**config.mk**
```make
export PLATFORM = sky130hd
export DESIGN_NAME = throttle_packet_receiver
export DESIGN_NICKNAME = d
export VERILOG_FILES = /design/src/rtl/core/trp_pkg.sv /design/src/rtl/core/trp_parser.sv /design/src/rtl/core/trp_scale.sv /design/src/rtl/core/throttle_packet_receiver.sv
export SDC_FILE = /design/constraint.sdc
export NUM_CORES = 2
export LEC_CHECK = 0
export BUFFER_PORTS_ARGS = -buffer_cell sky130_fd_sc_hd__buf_4
export CAP_MARGIN = 30
export CORE_MARGIN = 2
export CORE_UTILIZATION = 47
export CTS_BUF_LIST = sky130_fd_sc_hd__clkbuf_16
export DETAILED_ROUTE_END_ITERATION = 6
export GPL_TIMING_DRIVEN = 0
export PLACE_DENSITY = 0.68
export SLEW_MARGIN = 0
export SYNTH_ARGS = -nofsm -noshare
export SYNTH_HDL_FRONTEND = slang
export SYNTH_SLANG_ARGS = --single-unit
export TNS_END_PERCENT = 1
```
**constraint.sdc**
```tcl
create_clock -name clk -period 15.56 [get_ports clk]
set_input_delay 2.334 -clock clk [delete_from_list [all_inputs] [get_ports clk]]
set_output_delay 2.334 -clock clk [all_outputs]
set_load 0.01 [all_outputs]
```
**src/rtl/core/trp_pkg.sv**
```systemverilog
// ----------------------------------------------------------------------------
// trp_pkg
// Shared types and constants for the throttle packet receiver.
// ----------------------------------------------------------------------------
`timescale 1ns / 1ps
`default_nettype none

package trp_pkg;

    localparam logic [7:0] START_BYTE  = 8'hFA;
    localparam logic [7:0] ARM_BYTE    = 8'hFB;
    localparam logic [7:0] DISARM_BYTE = 8'hFC;

    localparam logic OP_BYTE = 1'b0;
    localparam logic OP_TICK = 1'b1;

    localparam logic [1:0] REG_PERIOD_TOP    = 2'd0;
    localparam logic [1:0] REG_MIN_WIDTH     = 2'd1;
    localparam logic [1:0] REG_MAX_WIDTH     = 2'd2;
    localparam logic [1:0] REG_DISCONNECT_MS = 2'd3;

    localparam logic [15:0] PERIOD_TOP_RST    = 16'd39999;
    localparam logic [15:0] MIN_WIDTH_RST     = 16'd2000;
    localparam logic [15:0] MAX_WIDTH_RST     = 16'd4000;
    localparam logic [15:0] DISCONNECT_MS_RST = 16'd2000;
    localparam logic [15:0] COMPARE_RST       = 16'd37999;

    // floor(x / 100) = (x * RECIP_100) >> RECIP_SHIFT for x < 2^24
    localparam int          PROD_W      = 24;
    localparam int          QUOT_W      = 18;
    localparam logic [24:0] RECIP_100   = 25'd21474837;
    localparam int          RECIP_SHIFT = 31;

    typedef logic signed [19:0] wide_t;

    typedef enum logic [1:0] {
        ACT_NONE,
        ACT_IDLE,
        ACT_SET
    } action_t;

    typedef struct packed {
        action_t action;
        logic    armed;
    } parse_t;

    function automatic logic [15:0] sat16(input wide_t v);
        logic [15:0] r;
        if (v < 0)
        begin
            r = 16'd0;
        end
        else if (v > wide_t'(20'sd65535))
        begin
            r = 16'hFFFF;
        end
        else
        begin
            r = v[15:0];
        end
        return r;
    endfunction

endpackage

`default_nettype wire

```
**src/rtl/core/trp_parser.sv**
```systemverilog
// ----------------------------------------------------------------------------
// trp_parser
// Packet framing, arm state and link watchdog; one request per step.
// ----------------------------------------------------------------------------
`timescale 1ns / 1ps
`default_nettype none

module trp_parser
(
    input  wire logic          clk,
    input  wire logic          rst_n,
    input  wire logic          step,
    input  wire logic          opcode,
    input  wire logic [7:0]    rx_byte,
    input  wire logic [15:0]   disconnect_ms,
    output trp_pkg::parse_t    result,
    output logic [7:0]         left_value,
    output logic [7:0]         right_value
);
    import trp_pkg::*;

    logic        start_reg, start_next;
    logic        lseen_reg, lseen_next;
    logic        rseen_reg, rseen_next;
    logic        arm_reg, arm_next;
    logic [7:0]  lval_reg, lval_next;
    logic [7:0]  rval_reg, rval_next;
    logic [15:0] silence_reg, silence_next;
    action_t     action;

    always_comb
    begin
        start_next   = start_reg;
        lseen_next   = lseen_reg;
        rseen_next   = rseen_reg;
        arm_next     = arm_reg;
        lval_next    = lval_reg;
        rval_next    = rval_reg;
        silence_next = silence_reg;
        action       = ACT_NONE;
        if (step)
        begin
            if (opcode == OP_BYTE)
            begin
                silence_next = 16'd0;
                if (rx_byte == START_BYTE)
                begin
                    start_next = 1'b1;
                end
                else if (start_reg)
                begin
                    if (!lseen_reg && !rseen_reg)
                    begin
                        lseen_next = 1'b1;
                        lval_next  = rx_byte;
                    end
                    else if (lseen_reg && !rseen_reg)
                    begin
                        rseen_next = 1'b1;
                        rval_next  = rx_byte;
                    end
                    else if (lseen_reg && rseen_reg)
                    begin
                        if (lval_reg == ARM_BYTE && rval_reg == ARM_BYTE)
                        begin
                            arm_next = 1'b1;
                        end
                        else if (lval_reg == DISARM_BYTE && rval_reg == DISARM_BYTE)
                        begin
                            arm_next = 1'b0;
                        end
                        else if ((lval_reg ^ rval_reg) == rx_byte && arm_reg)
                        begin
                            action = ACT_SET;
                        end
                        else if (!arm_reg)
                        begin
                            action = ACT_IDLE;
                        end
                        start_next = 1'b0;
                        lseen_next = 1'b0;
                        rseen_next = 1'b0;
                    end
                end
            end
            else
            begin
                if (silence_reg >= disconnect_ms)
                begin
                    action   = ACT_IDLE;
                    arm_next = 1'b0;
                end
                if (silence_reg != 16'hFFFF)
                begin
                    silence_next = silence_reg + 16'd1;
                end
            end
        end
    end

    always_ff @(posedge clk or negedge rst_n)
    begin
        if (!rst_n)
        begin
            start_reg   <= 1'b0;
            lseen_reg   <= 1'b0;
            rseen_reg   <= 1'b0;
            arm_reg     <= 1'b0;
            lval_reg    <= 8'd0;
            rval_reg    <= 8'd0;
            silence_reg <= 16'd0;
        end
        else
        begin
            start_reg   <= start_next;
            lseen_reg   <= lseen_next;
            rseen_reg   <= rseen_next;
            arm_reg     <= arm_next;
            lval_reg    <= lval_next;
            rval_reg    <= rval_next;
            silence_reg <= silence_next;
        end
    end

    // values are unchanged on the checksum byte, so the stored ones feed scaling
    assign result.action = action;
    assign result.armed  = arm_next;
    assign left_value    = lval_reg;
    assign right_value   = rval_reg;

endmodule

`default_nettype wire

```
**src/rtl/core/trp_scale.sv**
```systemverilog
// ----------------------------------------------------------------------------
// trp_scale
// Two-stage width offset: value * |span|, then divide by 100 via reciprocal.
// ----------------------------------------------------------------------------
`timescale 1ns / 1ps
`default_nettype none

module trp_scale
(
    input  wire logic                      clk,
    input  wire logic                      load_prod,
    input  wire logic                      load_quot,
    input  wire logic [7:0]                value,
    input  wire logic [15:0]               span_mag,
    output logic [trp_pkg::QUOT_W-1:0]     quot
);
    import trp_pkg::*;

    logic [PROD_W-1:0]    prod_reg;
    logic [QUOT_W-1:0]    quot_reg;
    logic [PROD_W+24:0]   recip_prod;

    assign recip_prod = (PROD_W+25)'(prod_reg) * (PROD_W+25)'(RECIP_100);

    always_ff @(posedge clk)
    begin
        if (load_prod)
        begin
            prod_reg <= PROD_W'(value) * PROD_W'(span_mag);
        end
        if (load_quot)
        begin
            quot_reg <= recip_prod[RECIP_SHIFT +: QUOT_W];
        end
    end

    assign quot = quot_reg;

endmodule

`default_nettype wire

```
**src/rtl/core/throttle_packet_receiver.sv**
```systemverilog
// ----------------------------------------------------------------------------
// throttle_packet_receiver
// Decodes throttle packets and ms ticks into two PWM compare values.
// ----------------------------------------------------------------------------
//  channel  signals                                   direction
//  in       in_valid, in_stall, opcode, rx_byte       request in
//  out      out_valid, out_stall, left_compare,       result out
//           right_compare, armed
//  cfg      cfg_write, cfg_index, cfg_data            register write
//
//  One request accepted per cycle while in_stall is low; it passes through
//  the input register, product stage, reciprocal stage and result register
//  to the outputs. The two multiplies per channel set the depth.
//  Stages advance independently, so empty stages keep filling while the
//  result register is stalled. Reset clears all control state and sets
//  both compare values to 37999.
// ----------------------------------------------------------------------------
`timescale 1ns / 1ps
`default_nettype none

module throttle_packet_receiver
(
    input  wire logic        clk,
    input  wire logic        rst_n,
    input  wire logic        in_valid,
    output logic             in_stall,
    input  wire logic        opcode,
    input  wire logic [7:0]  rx_byte,
    output logic             out_valid,
    input  wire logic        out_stall,
    output logic [15:0]      left_compare,
    output logic [15:0]      right_compare,
    output logic             armed,
    input  wire logic        cfg_write,
    input  wire logic [1:0]  cfg_index,
    input  wire logic [15:0] cfg_data
);
    import trp_pkg::*;

    logic [15:0] period_top_reg, min_width_reg, max_width_reg, disconnect_reg;

    logic v0_reg, v1_reg, v2_reg, v3_reg;
    logic rdy0, rdy1, rdy2, rdy3;
    logic load0, load1, load2, load3;

    logic        op0_reg;
    logic [7:0]  byte0_reg;
    action_t     act1_reg, act2_reg;
    logic        armed1_reg, armed2_reg, armed3_reg;
    logic [15:0] lcmp_reg, lcmp_next;
    logic [15:0] rcmp_reg, rcmp_next;

    parse_t      parse;
    logic [7:0]  left_value, right_value;
    logic        span_neg;
    logic [15:0] span_mag;
    logic [QUOT_W-1:0] lquot, rquot;
    wide_t       diff, lwide, rwide;

    always_ff @(posedge clk or negedge rst_n)
    begin
        if (!rst_n)
        begin
            period_top_reg <= PERIOD_TOP_RST;
            min_width_reg  <= MIN_WIDTH_RST;
            max_width_reg  <= MAX_WIDTH_RST;
            disconnect_reg <= DISCONNECT_MS_RST;
        end
        else if (cfg_write)
        begin
            case (cfg_index)
                REG_PERIOD_TOP:    period_top_reg <= cfg_data;
                REG_MIN_WIDTH:     min_width_reg  <= cfg_data;
                REG_MAX_WIDTH:     max_width_reg  <= cfg_data;
                REG_DISCONNECT_MS: disconnect_reg <= cfg_data;
                default:           ;
            endcase
        end
    end

    // handshake chain
    assign rdy3  = !v3_reg || !out_stall;
    assign rdy2  = !v2_reg || rdy3;
    assign rdy1  = !v1_reg || rdy2;
    assign rdy0  = !v0_reg || rdy1;
    assign load0 = in_valid && rdy0;
    assign load1 = v0_reg && rdy1;
    assign load2 = v1_reg && rdy2;
    assign load3 = v2_reg && rdy3;

    assign in_stall = !rdy0;

    always_ff @(posedge clk or negedge rst_n)
    begin
        if (!rst_n)
        begin
            v0_reg <= 1'b0;
            v1_reg <= 1'b0;
            v2_reg <= 1'b0;
            v3_reg <= 1'b0;
        end
        else
        begin
            v0_reg <= load0 || (v0_reg && !load1);
            v1_reg <= load1 || (v1_reg && !load2);
            v2_reg <= load2 || (v2_reg && !load3);
            v3_reg <= load3 || (v3_reg && out_stall);
        end
    end

    always_ff @(posedge clk)
    begin
        if (load0)
        begin
            op0_reg   <= opcode;
            byte0_reg <= rx_byte;
        end
        if (load1)
        begin
            act1_reg   <= parse.action;
            armed1_reg <= parse.armed;
        end
        if (load2)
        begin
            act2_reg   <= act1_reg;
            armed2_reg <= armed1_reg;
        end
        if (load3)
        begin
            armed3_reg <= armed2_reg;
        end
    end

    trp_parser u_parser
    (
        .clk           (clk),
        .rst_n         (rst_n),
        .step          (load1),
        .opcode        (op0_reg),
        .rx_byte       (byte0_reg),
        .disconnect_ms (disconnect_reg),
        .result        (parse),
        .left_value    (left_value),
        .right_value   (right_value)
    );

    assign span_neg = max_width_reg < min_width_reg;
    assign span_mag = span_neg ? (min_width_reg - max_width_reg)
                               : (max_width_reg - min_width_reg);

    trp_scale u_scale_left
    (
        .clk       (clk),
        .load_prod (load1),
        .load_quot (load2),
        .value     (left_value),
        .span_mag  (span_mag),
        .quot      (lquot)
    );

    trp_scale u_scale_right
    (
        .clk       (clk),
        .load_prod (load1),
        .load_quot (load2),
        .value     (right_value),
        .span_mag  (span_mag),
        .quot      (rquot)
    );

    // compare = period_top - min_width -/+ offset
    assign diff  = wide_t'({4'd0, period_top_reg}) - wide_t'({4'd0, min_width_reg});
    assign lwide = span_neg ? (diff + wide_t'({2'd0, lquot})) : (diff - wide_t'({2'd0, lquot}));
    assign rwide = span_neg ? (diff + wide_t'({2'd0, rquot})) : (diff - wide_t'({2'd0, rquot}));

    always_comb
    begin
        lcmp_next = lcmp_reg;
        rcmp_next = rcmp_reg;
        case (act2_reg)
            ACT_IDLE:
            begin
                lcmp_next = sat16(diff);
                rcmp_next = sat16(diff);
            end
            ACT_SET:
            begin
                lcmp_next = sat16(lwide);
                rcmp_next = sat16(rwide);
            end
            default:
            begin
                lcmp_next = lcmp_reg;
                rcmp_next = rcmp_reg;
            end
        endcase
    end

    always_ff @(posedge clk or negedge rst_n)
    begin
        if (!rst_n)
        begin
            lcmp_reg <= COMPARE_RST;
            rcmp_reg <= COMPARE_RST;
        end
        else if (load3)
        begin
            lcmp_reg <= lcmp_next;
            rcmp_reg <= rcmp_next;
        end
    end

    assign out_valid     = v3_reg;
    assign left_compare  = lcmp_reg;
    assign right_compare = rcmp_reg;
    assign armed         = armed3_reg;

endmodule

`default_nettype wire

```
; Word level (Yosys, flattened, before mapping)
; Cells that the tools add are included.
[word_totals]
output_inout_bits = 35
regBits = 236
[classes]
mux = 43
magnitude_cmp = 8
bitwise_logic = 4
n_eq_ne = 14
n_reduce_logical = 48
mul = 4
addsub = 8
[ops]
columns = cell, count
row1 = two-way mux 16 bit, 9
row2 = "multiplier 24 x 25 -> 49 bit, second input constant", 2
row3 = case mux 16 bit (2 select lines), 2
row4 = multiplier 8 x 16 -> 24 bit, 2
row5 = adder 17 x 19 -> 20 bit, 2
row6 = "== test 8 bit, second input constant", 5
row7 = "greater-than comparator 20 x 17 -> 1 bit, second input constant", 2
row8 = "< comparator 20 x 1 -> 1 bit, second input constant", 2
row9 = two-way mux 20 bit, 2
row10 = subtractor 17 x 19 -> 20 bit, 2
row11 = subtractor 16 bit, 2
row12 = two-way mux 1 bit, 21
row13 = two-way mux 2 bit, 9
row14 = AND reduction 6 bit, 3
row15 = "greater-than comparator 17 bit, second input constant", 1
row16 = "< comparator 17 x 1 -> 1 bit, second input constant", 1
row17 = subtractor 16 x 16 -> 17 bit, 1
row18 = "adder 16 x 1 -> 16 bit, second input constant", 1
row19 = greater-or-equal comparator 16 bit, 1
row20 = < comparator 16 bit, 1
row21 = "!= test 16 bit, second input constant", 1
row22 = logical AND 1 bit, 14
row23 = AND reduction 2 bit, 7
row24 = logical NOT 1 bit, 11
row25 = 10 further kinds, 25

; Longest topological paths before layout
[depth]
ltp_word = 12
ltp_mapped = 34
ltp_nobuf = 31

; Modules after synthesis
; A second synthesis with hierarchy kept.
[unflattened]
cells_unflattened = 4216
area_unflattened_um2 = 41745.0
[modules_own_cells]
columns = module, instances, seq_area_each_um2, area_per_inst_um2, cells_per_inst
row1 = trp_scale (u_scale_left), 1, 1261.2, 14903.0, 1488
row2 = trp_scale (u_scale_right), 1, 1261.2, 14546.5, 1422
row3 = throttle_packet_receiver, 1, 3040.4, 9824.4, 1051
row4 = trp_parser, 1, 900.9, 2471.1, 255

; Worst setup path before layout
; OpenSTA, ideal clock, no wires.
[synth_timing]
path_type = flip-flop to flip-flop
startpoint = reg max_width_reg[0]
endpoint = reg u_scale_right.prod_reg[20], data pin
setup_time_ps = 258
slack_ps = 8192
t_arrival_ps = 7110
stages_incl_launch_ff = 33
cell_sequence = dfrtp_1 -> inv_1 -> ha_1 -> inv_1 -> fa_1 -> a211oi_1 -> o211ai_1 -> nand4_1 -> a21boi_2 -> or2_1 -> buf_2 -> buf_6 -> a311oi_1 -> a21oi_1 -> xor2_1 -> clkbuf_1 -> nand2_1 -> fa_1 -> fa_1 -> inv_1 -> fa_1 -> inv_1 -> fa_1 -> inv_1 -> ha_1 -> or4_1 -> o2bb2ai_1 -> o21ai_1 -> o41a_1 -> a211o_1 -> a21o_1 -> a21oi_1 -> xnor2_1
[synth_between]
elab_chain_len = 3
word_cells_on_any_way = 5
[synth_rtl]
columns = item, line_no
row1 = "start, declared", throttle_packet_receiver.sv:40  ; logic [15:0] period_top_reg, min_width_reg, max_width_reg, disconnect_reg;
row2 = "start signal, assigned", throttle_packet_receiver.sv:74  ; REG_MAX_WIDTH: max_width_reg <= cfg_data;
row3 = "subtractor 16 bit, or another cell as far along", throttle_packet_receiver.sv:149  ; : (max_width_reg - min_width_reg);
row4 = two-way mux 16 bit *, throttle_packet_receiver.sv:148  ; assign span_mag = span_neg ? (min_width_reg - max_width_reg)
row5 = multiplier 8 x 16 -> 24 bit *, trp_scale.sv:29  ; prod_reg <= PROD_W'(value) * PROD_W'(span_mag);
row6 = "end signal, assigned", trp_scale.sv:29
row7 = "end, declared", trp_scale.sv:19  ; logic [PROD_W-1:0] prod_reg;
; Every way passes the cells marked *; elsewhere a longest branch is shown, timed or not.
; A chain may end at the register's enable or synchronous reset.

; Final worst setup path
[layout_timing]
startpoint = reg min_width_reg[4]
endpoint = reg u_scale_right.prod_reg[20], data pin
[layout_between]
elab_chain_len = 3
word_cells_on_any_way = 5
[layout_rtl]
columns = item, line_no
row1 = "start, declared", throttle_packet_receiver.sv:40
row2 = "start signal, assigned", throttle_packet_receiver.sv:73  ; REG_MIN_WIDTH: min_width_reg <= cfg_data;
row3 = "subtractor 16 bit, or another cell as far along", throttle_packet_receiver.sv:149
row4 = two-way mux 16 bit *, throttle_packet_receiver.sv:148
row5 = multiplier 8 x 16 -> 24 bit *, trp_scale.sv:29
; Marks and branches as above.

==> results.json <==
{
  "required_ns": 15.92,
  "nets": 5507,
  "post_cts_resized": 0,
  "initial_core_util_pct": 47.6,
  "area.growth.synth_to_final_pct": 7.06,
  "rsz0062_at_grt": "no",
  "regArea_um2": 6460,
  "cts.sinks": 236,
  "synth_most_common_cell": "inv_1",
  "met3_length_um": 4810,
  "core_area_um2": 85500,
  "vias": 28081,
  "cts_max_path_buffers": 3,
  "num_rows": 107,
  "met1Wirelength_um": 44100,
  "synthDistinctLibCells": 77,
  "postRouteAntennaNets": 0,
  "slew_viol_final": 0,
  "synthXorXnorAreaFrac_pct": 3.95,
  "path_max_fanout": 10,
  "crit_type": "register to register",
  "track_usage_pct": 21.9,
  "dieArea_um2": 89000,
  "syn_avg_cell_area_um2": 9.93,
  "critPathArrivalTime_ns": 9.31,
  "gp_congestion": 0.929,
  "synth_compound_area_share_pct": 8.79,
  "finalHoldViolCount": 0,
  "tritoncts": "done",
  "crit_path_top_delay_cell": "xor2_1",
  "syn_nets": 5408,
  "max_cap_violations": 0,
  "synth_seq_cells": 236,
  "synth_area_leaders": "fa_1 28%, ha_1 21%, inv_1 8.7%",
  "ys_seq_area_share_pct": 15.9,
  "multi_input_area_um2": 30400,
  "run_status": "complete, no violations",
  "netlist_area_um2": 40700,
  "synthMuxAreaShare_pct": 2.36,
  "antenna_found_initial": 3,
  "die_h_um": 298,
  "clock_skew_ns": 0.0520,
  "grt_max_degree": 99,
  "grt_first_pass_wirelength_um": 156000,
  "wl_per_cell_um": 17.8,
  "max-slew-margin-rel_pct": 34.2,
  "drt_iter0_drc": 1545,
  "clock_latency_ns": 0.60,
  "nFillCells": 7778,
  "synthCells": 4102,
  "worstSetupStartpointType": "register",
  "routed.top_layer": "met5",
  "dr.pass1.iters": 5,
  "portBuffers": 66,
  "drive_gt1_share_pct": 6.78,
  "met2WireLength_um": 44100,
  "cts_setup_buffers": 0,
  "async_reset_ff_share_pct": 57.6,
  "min_period_ns": 8.95,
  "cts_buffers": 26,
  "clock.fmax_ghz": 0.112,
  "num_io_pins": 67,
  "synth.top_cell.area_share_pct": 28.5,
  "synth_top_cell_by_area": "fa_1",
  "synth_top_family_by_area": "adder cells",
  "synth-edff-count": 100,
  "hpwlAfterDp_um": 82500,
  "ys.flop_type": "edfxtp_1",
  "die_x_um": 298,
  "synthSimpleGateAreaFrac_pct": 9.61,
  "yosys_warnings": 0,
  "gr-total-overflow": 0,
  "cts-htree-levels": 1,
  "synth_adder_area_share_pct": 49.8,
  "tightest_slew_ns": 0.980,
  "drcViolationCount": 0,
  "cp_slowest_stage_delay_ns": 0.78,
  "root_buffer": "clkbuf_16",
  "synth_commonest_cells": "948 x inv_1, 695 x ha_1, 579 x fa_1, 175 x a21oi_1, 162 x nor2_1",
  "wirelength_um": 95300,
  "setup_viol": 0,
  "min_period_over_period_pct": 57.5,
  "worst_setup_path_end_kind": "register",
  "grt_pass1_vias": 29468,
  "holdBufCountCts": 0,
  "clk_pin_slew_ns": 0.07,
  "hold_class": "register to register",
  "finalSetupTns_ns": 0,
  "vias_per_cell": 5.23
}
[placed cells by master (no fill, tap or decap), drive strengths merged, types with 41 or more instances in the layout]
cell    instances
fa            579
xnor2         105
a21oi         176
nand2         121
clkbuf         89
nor2b         110
o21ai          98
dfstp          46
and2          142
inv           953
ha            695
edfxtp        100
buf            91
mux2           80
a21o          107
xor2           76
nand3          41
dfrtp          90
nor2          163
[worst max-delay path: cells and delay by family, from the launching register on]
kind | cells | cell delay, ns
adder cells (fa/ha/maj) | 6 | 2.49
AO/OA/AOI/OAI | 9 | 2.29
buffers and inverters | 8 | 1.19
AND/OR/NAND/NOR | 4 | 0.97
XOR/XNOR | 2 | 0.86
flip-flops | 1 | 0.54
multiplexers | 1 | 0.37
[area by class of cell]
cell class | instances | area share [%]
timing repair buffer | 71 | 1.33
multi-input combinational | 2837 | 69.6
inverter | 948 | 8.16
clock buffer | 28 | 1.61
clock inverter | 20 | 0.336
tap | 1144 | 3.28
sequential | 236 | 14.8
buffer | 81 | 0.792
antenna | 3 | 0.0172
[metrics by stage]
stage / hold slack, ns / setup WS [ns] / cells / utilization (%) / instance area, um^2
after global placement: 0.401 / 6.62 / 5312 / 49.8 / 42600
after detailed placement: 0.406 / 6.73 / 5317 / 50.0 / 42700
after floorplan: 0.400 / 8.19 / 4102 / - / 40700
final: 0.418 / 6.61 / 5368 / 50.9 / 43600
after CTS: 0.419 / 6.70 / 5365 / 50.9 / 43600
after global routing: 0.435 / 6.20 / 5365 / 50.9 / 43600
[per-layer routing]
metal	vias up	track usage [%]
met5	-	0
met2	666	36.0
met1	13911	31.0
met3	130	2.73
li1	13368	-
met4	6	4.86
[path summary, 6_finish.rpt]
check	from	to	slack (ns)	cells past startpoint
min	armed2_reg$_DFFE_PP_	armed$_DFFE_PP_	0.42	0
max	min_width_reg[4]$_DFFE_PN1P_	u_scale_right.prod_reg[20]$_DFFE_PP_	6.61	30
min reg2reg	armed2_reg$_DFFE_PP_	armed$_DFFE_PP_	0.42	0
max reg2reg	min_width_reg[4]$_DFFE_PN1P_	u_scale_right.prod_reg[20]$_DFFE_PP_	6.61	30
min in group asynchronous	rst_n	min_width_reg[14]$_DFFE_PN0P_	1.66	1
max in group asynchronous	rst_n	u_parser.left_value[5]$_DFFE_PN0P_	13.08	2
[cells by family (layout without fill, tap and decap cells)]
| family | Yosys count | in the layout |
|---|---|---|
| AOI/OAI and AO/OA | 554 | 554 |
| xor gates and xnor gates | 182 | 182 |
| adders and majority gates | 1274 | 1274 |
| buffers and inverters | 1029 | 1148 |
| DFF | 236 | 236 |
| muxes | 86 | 86 |
| other | 0 | 3 |
| and+or+nand+nor | 741 | 741 |
Power is left out: the tool's default activity adds up to more than one toggle a clock period on the data nets, which glitch-free logic cannot reach.
